### config.mk
export PLATFORM = sky130hd
export DESIGN_NAME = ascii_integer_parser
export DESIGN_NICKNAME = d
export VERILOG_FILES = /design/src/hw/rtl/aip_pkg.sv /design/src/hw/rtl/aip_step.sv /design/src/hw/rtl/aip_finish.sv /design/src/hw/rtl/ascii_integer_parser.sv
export SDC_FILE = /design/constraint.sdc
export NUM_CORES = 1
export LEC_CHECK = 0
export BUFFER_PORTS_ARGS = -buffer_cell sky130_fd_sc_hd__buf_2
export CAP_MARGIN = 25
export CORE_MARGIN = 5
export CORE_UTILIZATION = 45
export CTS_CLUSTER_SIZE = 24
export DETAILED_ROUTE_END_ITERATION = 16
export PLACE_DENSITY = 0.65
export SLEW_MARGIN = 10
export SYNTH_ARGS = -nofsm -noshare
export SYNTH_HDL_FRONTEND = slang
export SYNTH_HIERARCHICAL = 1
export SYNTH_SLANG_ARGS = --single-unit
### constraint.sdc
create_clock -name clk_i -period 9.1 [get_ports clk_i]
set_input_delay 1.82 -clock clk_i [delete_from_list [all_inputs] [get_ports clk_i]]
set_output_delay 1.82 -clock clk_i [all_outputs]
set_load 0.05 [all_outputs]
### src/hw/rtl/aip_pkg.sv
`timescale 1ns / 1ps

package aip_pkg;

  localparam int unsigned ValueW = 64;

  typedef enum logic [5:0] {
    PH_WS   = 6'b000001,
    PH_SIGN = 6'b000010,
    PH_ZERO = 6'b000100,
    PH_DEC  = 6'b001000,
    PH_HEX  = 6'b010000,
    PH_STOP = 6'b100000
  } aip_phase_e;

  localparam logic [7:0] CH_NUL   = 8'h00;
  localparam logic [7:0] CH_TAB   = 8'h09;
  localparam logic [7:0] CH_SPACE = 8'h20;
  localparam logic [7:0] CH_PLUS  = 8'h2B;
  localparam logic [7:0] CH_MINUS = 8'h2D;
  localparam logic [7:0] CH_DIG0  = 8'h30;
  localparam logic [7:0] CH_DIG9  = 8'h39;
  localparam logic [7:0] CH_UA    = 8'h41;
  localparam logic [7:0] CH_UF    = 8'h46;
  localparam logic [7:0] CH_UX    = 8'h58;
  localparam logic [7:0] CH_LA    = 8'h61;
  localparam logic [7:0] CH_LF    = 8'h66;
  localparam logic [7:0] CH_LX    = 8'h78;

  // Finished string: magnitude and sign, handed from the step stage to the finish stage.
  typedef struct packed {
    logic              neg;
    logic [ValueW-1:0] mag;
  } aip_fin_t;

endpackage

### src/hw/rtl/aip_step.sv
`timescale 1ns / 1ps

module aip_step (
  input  logic                clk_i,
  input  logic                rst_ni,
  input  logic                in_valid_i,
  output logic                in_ready_o,
  input  logic [7:0]          char_byte_i,
  input  logic                is_last_i,
  output logic                fin_valid_o,
  input  logic                fin_ready_i,
  output aip_pkg::aip_fin_t   fin_o
);

  logic                       s0_valid_q;
  logic [7:0]                 char_q;
  logic                       last_q;
  aip_pkg::aip_phase_e        phase_q, phase_d;
  logic                       neg_q, neg_d;
  logic [aip_pkg::ValueW-1:0] acc_q, acc_d;
  logic                       end_str;
  logic                       consume;
  logic                       is_dec;
  logic                       is_hex;
  logic                       is_alpha;
  logic [3:0]                 hex_val;
  logic [aip_pkg::ValueW-1:0] dec_acc;

  assign end_str     = (char_q == aip_pkg::CH_NUL) || last_q;
  assign consume     = s0_valid_q && (!end_str || fin_ready_i);
  assign in_ready_o  = !s0_valid_q || consume;
  assign fin_valid_o = s0_valid_q && end_str;
  assign fin_o       = '{neg: neg_d, mag: acc_d};

  always_comb begin
    is_dec   = char_q inside {[aip_pkg::CH_DIG0 : aip_pkg::CH_DIG9]};
    is_alpha = char_q inside {[aip_pkg::CH_UA : aip_pkg::CH_UF],
                              [aip_pkg::CH_LA : aip_pkg::CH_LF]};
    is_hex   = is_dec || is_alpha;
    hex_val  = is_alpha ? (char_q[3:0] + 4'd9) : char_q[3:0];
    // acc*10 as acc*8 + acc*2
    dec_acc  = (acc_q << 3) + (acc_q << 1) + aip_pkg::ValueW'(char_q[3:0]);
  end

  always_comb begin
    phase_d = phase_q;
    neg_d   = neg_q;
    acc_d   = acc_q;
    if (char_q != aip_pkg::CH_NUL) begin
      case (phase_q)
        aip_pkg::PH_WS: begin
          if (char_q == aip_pkg::CH_SPACE || char_q == aip_pkg::CH_TAB) begin
            phase_d = aip_pkg::PH_WS;
          end else if (char_q == aip_pkg::CH_MINUS || char_q == aip_pkg::CH_PLUS) begin
            neg_d   = (char_q == aip_pkg::CH_MINUS);
            phase_d = aip_pkg::PH_SIGN;
          end else if (char_q == aip_pkg::CH_DIG0) begin
            phase_d = aip_pkg::PH_ZERO;
          end else if (is_dec) begin
            acc_d   = aip_pkg::ValueW'(char_q[3:0]);
            phase_d = aip_pkg::PH_DEC;
          end else begin
            phase_d = aip_pkg::PH_STOP;
          end
        end
        aip_pkg::PH_SIGN: begin
          if (char_q == aip_pkg::CH_DIG0) begin
            phase_d = aip_pkg::PH_ZERO;
          end else if (is_dec) begin
            acc_d   = aip_pkg::ValueW'(char_q[3:0]);
            phase_d = aip_pkg::PH_DEC;
          end else begin
            phase_d = aip_pkg::PH_STOP;
          end
        end
        aip_pkg::PH_ZERO: begin
          if (char_q == aip_pkg::CH_LX || char_q == aip_pkg::CH_UX) begin
            phase_d = aip_pkg::PH_HEX;
          end else if (is_dec) begin
            acc_d   = aip_pkg::ValueW'(char_q[3:0]);
            phase_d = aip_pkg::PH_DEC;
          end else begin
            phase_d = aip_pkg::PH_STOP;
          end
        end
        aip_pkg::PH_DEC: begin
          if (is_dec) begin
            acc_d = dec_acc;
          end else begin
            phase_d = aip_pkg::PH_STOP;
          end
        end
        aip_pkg::PH_HEX: begin
          if (is_hex) begin
            acc_d = {acc_q[aip_pkg::ValueW-5:0], hex_val};
          end else begin
            phase_d = aip_pkg::PH_STOP;
          end
        end
        default: begin
          phase_d = phase_q;
        end
      endcase
    end
  end

  always_ff @(posedge clk_i or negedge rst_ni) begin
    if (!rst_ni) begin
      s0_valid_q <= 1'b0;
    end else if (in_ready_o) begin
      s0_valid_q <= in_valid_i;
    end
  end

  always_ff @(posedge clk_i) begin
    if (in_valid_i && in_ready_o) begin
      char_q <= char_byte_i;
      last_q <= is_last_i;
    end
  end

  // parse state; a finished string puts it back to its idle values
  always_ff @(posedge clk_i or negedge rst_ni) begin
    if (!rst_ni) begin
      phase_q <= aip_pkg::PH_WS;
      neg_q   <= 1'b0;
      acc_q   <= '0;
    end else if (consume) begin
      if (end_str) begin
        phase_q <= aip_pkg::PH_WS;
        neg_q   <= 1'b0;
        acc_q   <= '0;
      end else begin
        phase_q <= phase_d;
        neg_q   <= neg_d;
        acc_q   <= acc_d;
      end
    end
  end

endmodule

### src/hw/rtl/aip_finish.sv
`timescale 1ns / 1ps

module aip_finish (
  input  logic                              clk_i,
  input  logic                              rst_ni,
  input  logic                              fin_valid_i,
  output logic                              fin_ready_o,
  input  aip_pkg::aip_fin_t                 fin_i,
  input  logic                              mode32_i,
  output logic                              out_valid_o,
  input  logic                              out_ready_i,
  output logic signed [aip_pkg::ValueW-1:0] parsed_value_o
);

  logic                       s1_valid_q;
  aip_pkg::aip_fin_t          s1_q;
  logic                       out_valid_q;
  logic [aip_pkg::ValueW-1:0] out_q;
  logic                       s2_ready;
  logic [aip_pkg::ValueW-1:0] signed_val;
  logic [aip_pkg::ValueW-1:0] wrap_val;

  assign s2_ready       = !out_valid_q || out_ready_i;
  assign fin_ready_o    = !s1_valid_q || s2_ready;
  assign out_valid_o    = out_valid_q;
  assign parsed_value_o = out_q;

  always_comb begin
    signed_val = s1_q.neg ? ('0 - s1_q.mag) : s1_q.mag;
    wrap_val   = mode32_i ? {{(aip_pkg::ValueW-32){signed_val[31]}}, signed_val[31:0]}
                          : signed_val;
  end

  always_ff @(posedge clk_i or negedge rst_ni) begin
    if (!rst_ni) begin
      s1_valid_q  <= 1'b0;
      out_valid_q <= 1'b0;
    end else begin
      if (fin_ready_o) begin
        s1_valid_q <= fin_valid_i;
      end
      if (s2_ready) begin
        out_valid_q <= s1_valid_q;
      end
    end
  end

  always_ff @(posedge clk_i) begin
    if (fin_valid_i && fin_ready_o) begin
      s1_q <= fin_i;
    end
    if (s1_valid_q && s2_ready) begin
      out_q <= wrap_val;
    end
  end

endmodule

### src/hw/rtl/ascii_integer_parser.sv
`timescale 1ns / 1ps
// ASCII integer parser: decimal or 0x-prefixed hex text to a signed 64-bit value.
// Input channel (in_valid_i/in_ready_o): one character per beat on char_byte_i,
// is_last_i marks the final character. A NUL byte also ends the string and is
// not parsed as a character. Leading spaces/tabs and one sign are taken; the
// first non-digit stops accumulation and later bytes up to the end are dropped.
// Output channel (out_valid_o/out_ready_i): one beat per string on parsed_value_o.
// Config channel (cfg_valid_i/cfg_ready_o, always ready): cfg_data_i = 1 wraps
// results to 32 bits and sign-extends them. Write it only while no string is open.
// Throughput: one character per cycle while in_ready_o is high, set by the
// shift-add step on the accumulator, which closes its loop combinationally.
// Result path: the beat that ends the string passes the input register and the
// step stage, then the finish-stage register and the negate/wrap output register.
// A stalled receiver fills the output register and then one pending-result
// register; characters that do not end a string keep flowing until an ending
// beat has no room, at which point in_ready_o drops.
// Reset: parse state goes idle, pipeline empties, 64-bit mode selected.
module ascii_integer_parser (
  input  logic                              clk_i,
  input  logic                              rst_ni,
  input  logic                              in_valid_i,
  output logic                              in_ready_o,
  input  logic [7:0]                        char_byte_i,
  input  logic                              is_last_i,
  output logic                              out_valid_o,
  input  logic                              out_ready_i,
  output logic signed [aip_pkg::ValueW-1:0] parsed_value_o,
  input  logic                              cfg_valid_i,
  output logic                              cfg_ready_o,
  input  logic                              cfg_data_i
);

  logic              mode32_q;
  logic              fin_valid;
  logic              fin_ready;
  aip_pkg::aip_fin_t fin;

  assign cfg_ready_o = 1'b1;

  always_ff @(posedge clk_i or negedge rst_ni) begin
    if (!rst_ni) begin
      mode32_q <= 1'b0;
    end else if (cfg_valid_i && cfg_ready_o) begin
      mode32_q <= cfg_data_i;
    end
  end

  aip_step u_step (
    .clk_i       (clk_i),
    .rst_ni      (rst_ni),
    .in_valid_i  (in_valid_i),
    .in_ready_o  (in_ready_o),
    .char_byte_i (char_byte_i),
    .is_last_i   (is_last_i),
    .fin_valid_o (fin_valid),
    .fin_ready_i (fin_ready),
    .fin_o       (fin)
  );

  aip_finish u_finish (
    .clk_i          (clk_i),
    .rst_ni         (rst_ni),
    .fin_valid_i    (fin_valid),
    .fin_ready_o    (fin_ready),
    .fin_i          (fin),
    .mode32_i       (mode32_q),
    .out_valid_o    (out_valid_o),
    .out_ready_i    (out_ready_i),
    .parsed_value_o (parsed_value_o)
  );

endmodule

# Word-level counts from Yosys, hierarchy flattened
# Index checks and enable logic that the tools add are counted.
totals:
  regBits: 213
  out_inout_bits: 67
  wordCells: 91
op_classes:
  n_addsub: 4
  n_lt_le_gt_ge: 6
  n_eq_ne: 14
  mux: 28
  n_reduce_logical: 27
ops:
  columns: ["operator", "n"]
  rows:
  - ["64-bit 2-to-1 mux", 11]
  - ["64-bit one-hot mux with 5 select lines", 1]
  - ["64-bit by 4-bit adder with 64-bit output", 1]
  - ["64-bit adder", 1]
  - ["1-bit by 64-bit subtractor with 64-bit output, first input constant", 1]
  - ["6-bit 2-to-1 mux", 9]
  - ["8-bit by 6-bit equality test with 1-bit output, second input constant", 4]
  - ["6-bit one-hot mux with 5 select lines", 1]
  - ["8-bit by 7-bit equality test with 1-bit output, second input constant", 2]
  - ["8-bit by 7-bit >= comparator with 1-bit output, second input constant", 2]
  - ["8-bit by 7-bit less-or-equal comparator with 1-bit output, second input constant", 2]
  - ["1-bit logical OR", 9]
  - ["8-bit by 4-bit equality test with 1-bit output, second input constant", 1]
  - ["8-bit by 6-bit >= comparator with 1-bit output, second input constant", 1]
  - ["8-bit by 6-bit less-or-equal comparator with 1-bit output, second input constant", 1]
  - ["1-bit logical AND", 8]
  - ["8-bit zero test", 1]
  - ["8-bit nonzero test", 1]
  - ["6-bit by 1-bit equality test with 1-bit output, second input constant", 1]
  - ["6-bit by 2-bit equality test with 1-bit output, second input constant", 1]
  - ["6-bit by 3-bit equality test with 1-bit output, second input constant", 1]
  - ["6-bit by 4-bit equality test with 1-bit output, second input constant", 1]
  - ["6-bit by 5-bit equality test with 1-bit output, second input constant", 1]
  - ["3-bit by 2-bit inequality test with 1-bit output, second input constant", 2]
  - ["7 further kinds", 15]

# Logic depth before layout (Yosys ltp)
depth:
  ltp_word: 9
  depth_mapped: 15
  mapped_depth_nobuf: 14

# Hierarchy
# Netlist, hierarchy kept.
modules_own_cells:
  columns: ["module", "instances", "cells_each", "area_per_inst_um2", "seq_area_each_um2"]
  rows:
  - ["aip_step", 1, 1125, 9277.6, 2073.2]
  - ["aip_finish", 1, 401, 5731.7, 3923.8]
  - ["ascii_integer_parser", 1, 4, 51.3, 25.0]

# Worst setup path before layout
# No wires, ideal clock.
synth_path:
  path_type: "input-to-output"
  start: "input out_ready_i"
  end: "output in_ready_o"
  arrival_ps: 2401
  required_ps: 7280
  slack_ps: 4879
  cell_stages: 3
  path_buffers: 0
  path_cell_list: "nand3b_1 nor2_1 inv_1"
synth_via:
  elab_chain_len: 5
synth_lines:
  columns: ["element", "line", "text"]
  rows:
  - ["from (decl)", "ascii_integer_parser.sv:26", "input logic out_ready_i,"]
  - ["1-bit logical OR", "aip_finish.sv:23", "assign s2_ready = !out_valid_q || out_ready_i;"]
  - ["1-bit logical OR", "aip_finish.sv:24", "assign fin_ready_o = !s1_valid_q || s2_ready;"]
  - ["1-bit logical OR", "aip_step.sv:30", "assign consume = s0_valid_q && (!end_str || fin_ready_i);"]
  - ["1-bit logical AND", "aip_step.sv:30", null]
  - ["1-bit logical OR", "aip_step.sv:31", "assign in_ready_o = !s0_valid_q || consume;"]
  - ["to (decl)", "ascii_integer_parser.sv:22", "output logic in_ready_o,"]
# Every way passes these cells.

# Worst setup path in the final report
layout_path:
  start: "register u_step.char_q[1]"
  end: "output in_ready_o"
layout_via:
  elab_chain_len: 6
layout_lines:
  columns: ["element", "line", "text"]
  rows:
  - ["from (decl)", "aip_step.sv:16", "logic [7:0] char_q;"]
  - ["from (signal assigned)", "aip_step.sv:117", "char_q <= char_byte_i;"]
  - ["8-bit zero test", "aip_step.sv:29", "assign end_str = (char_q == aip_pkg::CH_NUL) || last_q;"]
  - ["1-bit logical OR", "aip_step.sv:29", null]
  - ["1-bit zero test", "aip_step.sv:30", null]
  - ["1-bit logical OR", "aip_step.sv:30", null]
  - ["1-bit logical AND", "aip_step.sv:30", null]
  - ["1-bit logical OR", "aip_step.sv:31", null]
# Every way passes these cells.

==> flow_summary.json <==
{
  "netlist_instances": 1530,
  "clock_latency_ps": 540,
  "final_common_cell": "nand2_1",
  "synth_area_leader_cell": "edfxtp_1",
  "synth_flop_cell": "edfxtp_1",
  "grt_pass1_vias": 11758,
  "postCtsSetupBuffers": 0,
  "async_reset_ff_share_pct": 35.2,
  "h-tree-depth": 1,
  "ys_seq_area_share_pct": 40.0,
  "nNetsFinal": 1711,
  "rsz0062_at_grt": "no",
  "post_cts_resized": 0,
  "period_needed_ps": 4760,
  "path_max_fanout": 6,
  "ctsHoldBuffers": 0,
  "fin_setup_tns_ps": 0,
  "start_util_pct": 45.3,
  "outcome": "complete, no violations",
  "skew_ps": 18.3,
  "core_area_sq_mm": 0.0333,
  "drc": 0,
  "n_antenna_cell": 0,
  "hold_viol": 0,
  "yosysWarningCount": 6,
  "slew_viol_final": 0,
  "p_leak_nw": 7.05,
  "port_buffers": 80,
  "arrival_ps": 2940,
  "period_share_pct": 52.3,
  "viasPerCell": 6.06,
  "wl_um": 39000,
  "grt_max_degree": 66,
  "path_clk_slew_ps": 60,
  "grt-ovfl-total": 0,
  "tightestPinTransition_ps": 1010,
  "critPathCaptureType": "output port",
  "ys_types": 97,
  "die_h_um": 193,
  "die_w_um": 193,
  "antenna_found_initial": 0,
  "die_area_sq_mm": 0.0372,
  "yosys.area.top_type_share_pct": 27.5,
  "ys_seq_elements": 213,
  "syn-cell-area_sq_mm": 0.0151,
  "cts_root_buf": "clkbuf_16",
  "power_density_mw_per_mm2": 150,
  "cts_buffers": 25,
  "dr.pass1.iters": 7,
  "synthToLayoutAreaGrowth_pct": 10.4,
  "gp_congestion": 0.915,
  "synth_fp_nets": 1673,
  "min_path_type": "register to register",
  "final_cell_mix": "nand2_1, edfxtp_1, ha_1",
  "layout_setup_ws_ps": 4340,
  "drive_gt1_share_pct": 12.4,
  "peakVddDrop_mv": 0.153,
  "grt_use_total_pct": 20.6,
  "power.total_mw": 2.49,
  "vias": 12337,
  "cts.path.max_buffers": 3,
  "setup.worst_path.class": "register to output port",
  "drt_iter0_drc": 1161,
  "tritoncts": "done",
  "rrSetupSlack_ps": 4650,
  "drtAntennaViolNets": 0,
  "wl_per_cell_um": 19.2,
  "synth_area_leaders": "edfxtp_1, dfrtp_1, ha_1",
  "syn_avg_cell_area_sq_um": 9.84,
  "synth_edf_count": 138,
  "core.rowCount": 67,
  "cap_violations": 0,
  "io_pins": 82,
  "setup_violations": 0,
  "fmax_ghz": 0.210,
  "grt_pass1_wl_um": 62700,
  "required_ps": 7280,
  "start_kind": "register",
  "cts_sinks": 213,
  "dp_hpwl_um": 28100,
  "pre_cts_slack_ps": 4590,
  "slew_headroom_pct": 32.2
}
## metrics by stage
stage	instances	util [%]	cell area, sq um	hold slack (ps)
global placement	1988	47.4	15800	476
CTS	2035	50.0	16600	501
global route	2035	50.0	16600	562
detailed placement	1989	47.4	15800	481
floorplan	1530	-	15100	449
finish	2035	50.0	16600	498
## sequential cells by signal (all words and copies together) (netlist names), 6 cells and up
name and count:
u_step/acc_q 64, u_finish/s1_q 65, u_finish/parsed_value_o 64, u_step/char_q 8, u_step/phase_q 6
## report_power, final
part | leakage [nW] | switching (mW) | internal [mW]
logic | 4.28 | 0.250 | 0.0885
registers | 2.35 | 0.0387 | 1.09
clock network | 0.416 | 0.415 | 0.609
total | 7.05 | 0.703 | 1.79
## cells by family after synthesis
| family | Yosys count | synth area share [%] |
|---|---|---|
| xor gates and xnor gates | 119 | 6.92 |
| DFF | 213 | 40.0 |
| buffers and inverters | 124 | 3.46 |
| adders and majority gates | 128 | 10.7 |
| other | 1 | 0.0249 |
| and+or+nand+nor | 410 | 13.5 |
| muxes | 13 | 0.947 |
| AOI/OAI and AO/OA | 522 | 24.5 |
## final timing paths
kind / start / to / depth (start not counted)
max: u_step/char_q[1] / in_ready_o / 10
min: u_finish/s1_valid_q / u_finish/out_valid_o / 1
max reg2reg: u_step/char_q[3] / u_finish/s1_q[52] / 14
min reg2reg: u_finish/s1_valid_q / u_finish/out_valid_o / 1
max in group asynchronous: rst_ni / u_step/acc_q[41] / 2
min in group asynchronous: rst_ni / u_step/acc_q[12] / 1
## final cells by class
| class | instances | area, sq um |
|---|---|---|
| timing repair buffer | 91 | 485 |
| inverter | 44 | 165 |
| sequential | 213 | 6020 |
| clock inverter | 14 | 186 |
| tap | 448 | 561 |
| multi-input combinational | 1193 | 8550 |
| clock buffer | 32 | 662 |
| fill | 3085 | 16600 |
## Yosys cell counts, drive strengths merged, types with 7 or more instances
cell	number
nor2	94
nand2	142
o31ai	26
nand2b	13
xor2	57
mux2	7
a222oi	18
edfxtp	138
nand4	27
a22oi	43
o211ai	9
or3	15
a31oi	10
a21o	39
o41ai	21
dfrtp	74
or4	10
a221o	9
nand3	24
a22o	30
clkbuf	49
or2	13
nor4	16
buf	31
nor3	27
o21ai	143
inv	44
ha	126
a21oi	98
o21a	9
xnor2	62
o21bai	18
## critical path: stages (launching register included)
cell      delay [ps]
edfxtp_1         490
inv_1            140
ha_1             180
nand2b_1         120
nand2b_1         250
nor3_1           430
or2_1            280
nand2_1          100
nor2_1           160
inv_1             50
buf_2            210
## layer usage
layer	GRT usage [%]	vias to the layer above	routed length, um	part of all wire (%)
li1	-	5916	-	-
met2	33.0	430	17600	45
met4	4.33	0	740	1.9
met1	30.1	5940	18200	47
met5	0	-	0	0
met3	2.92	51	2540	6.5
No activity file was read; power rests on OpenSTA's default activity.
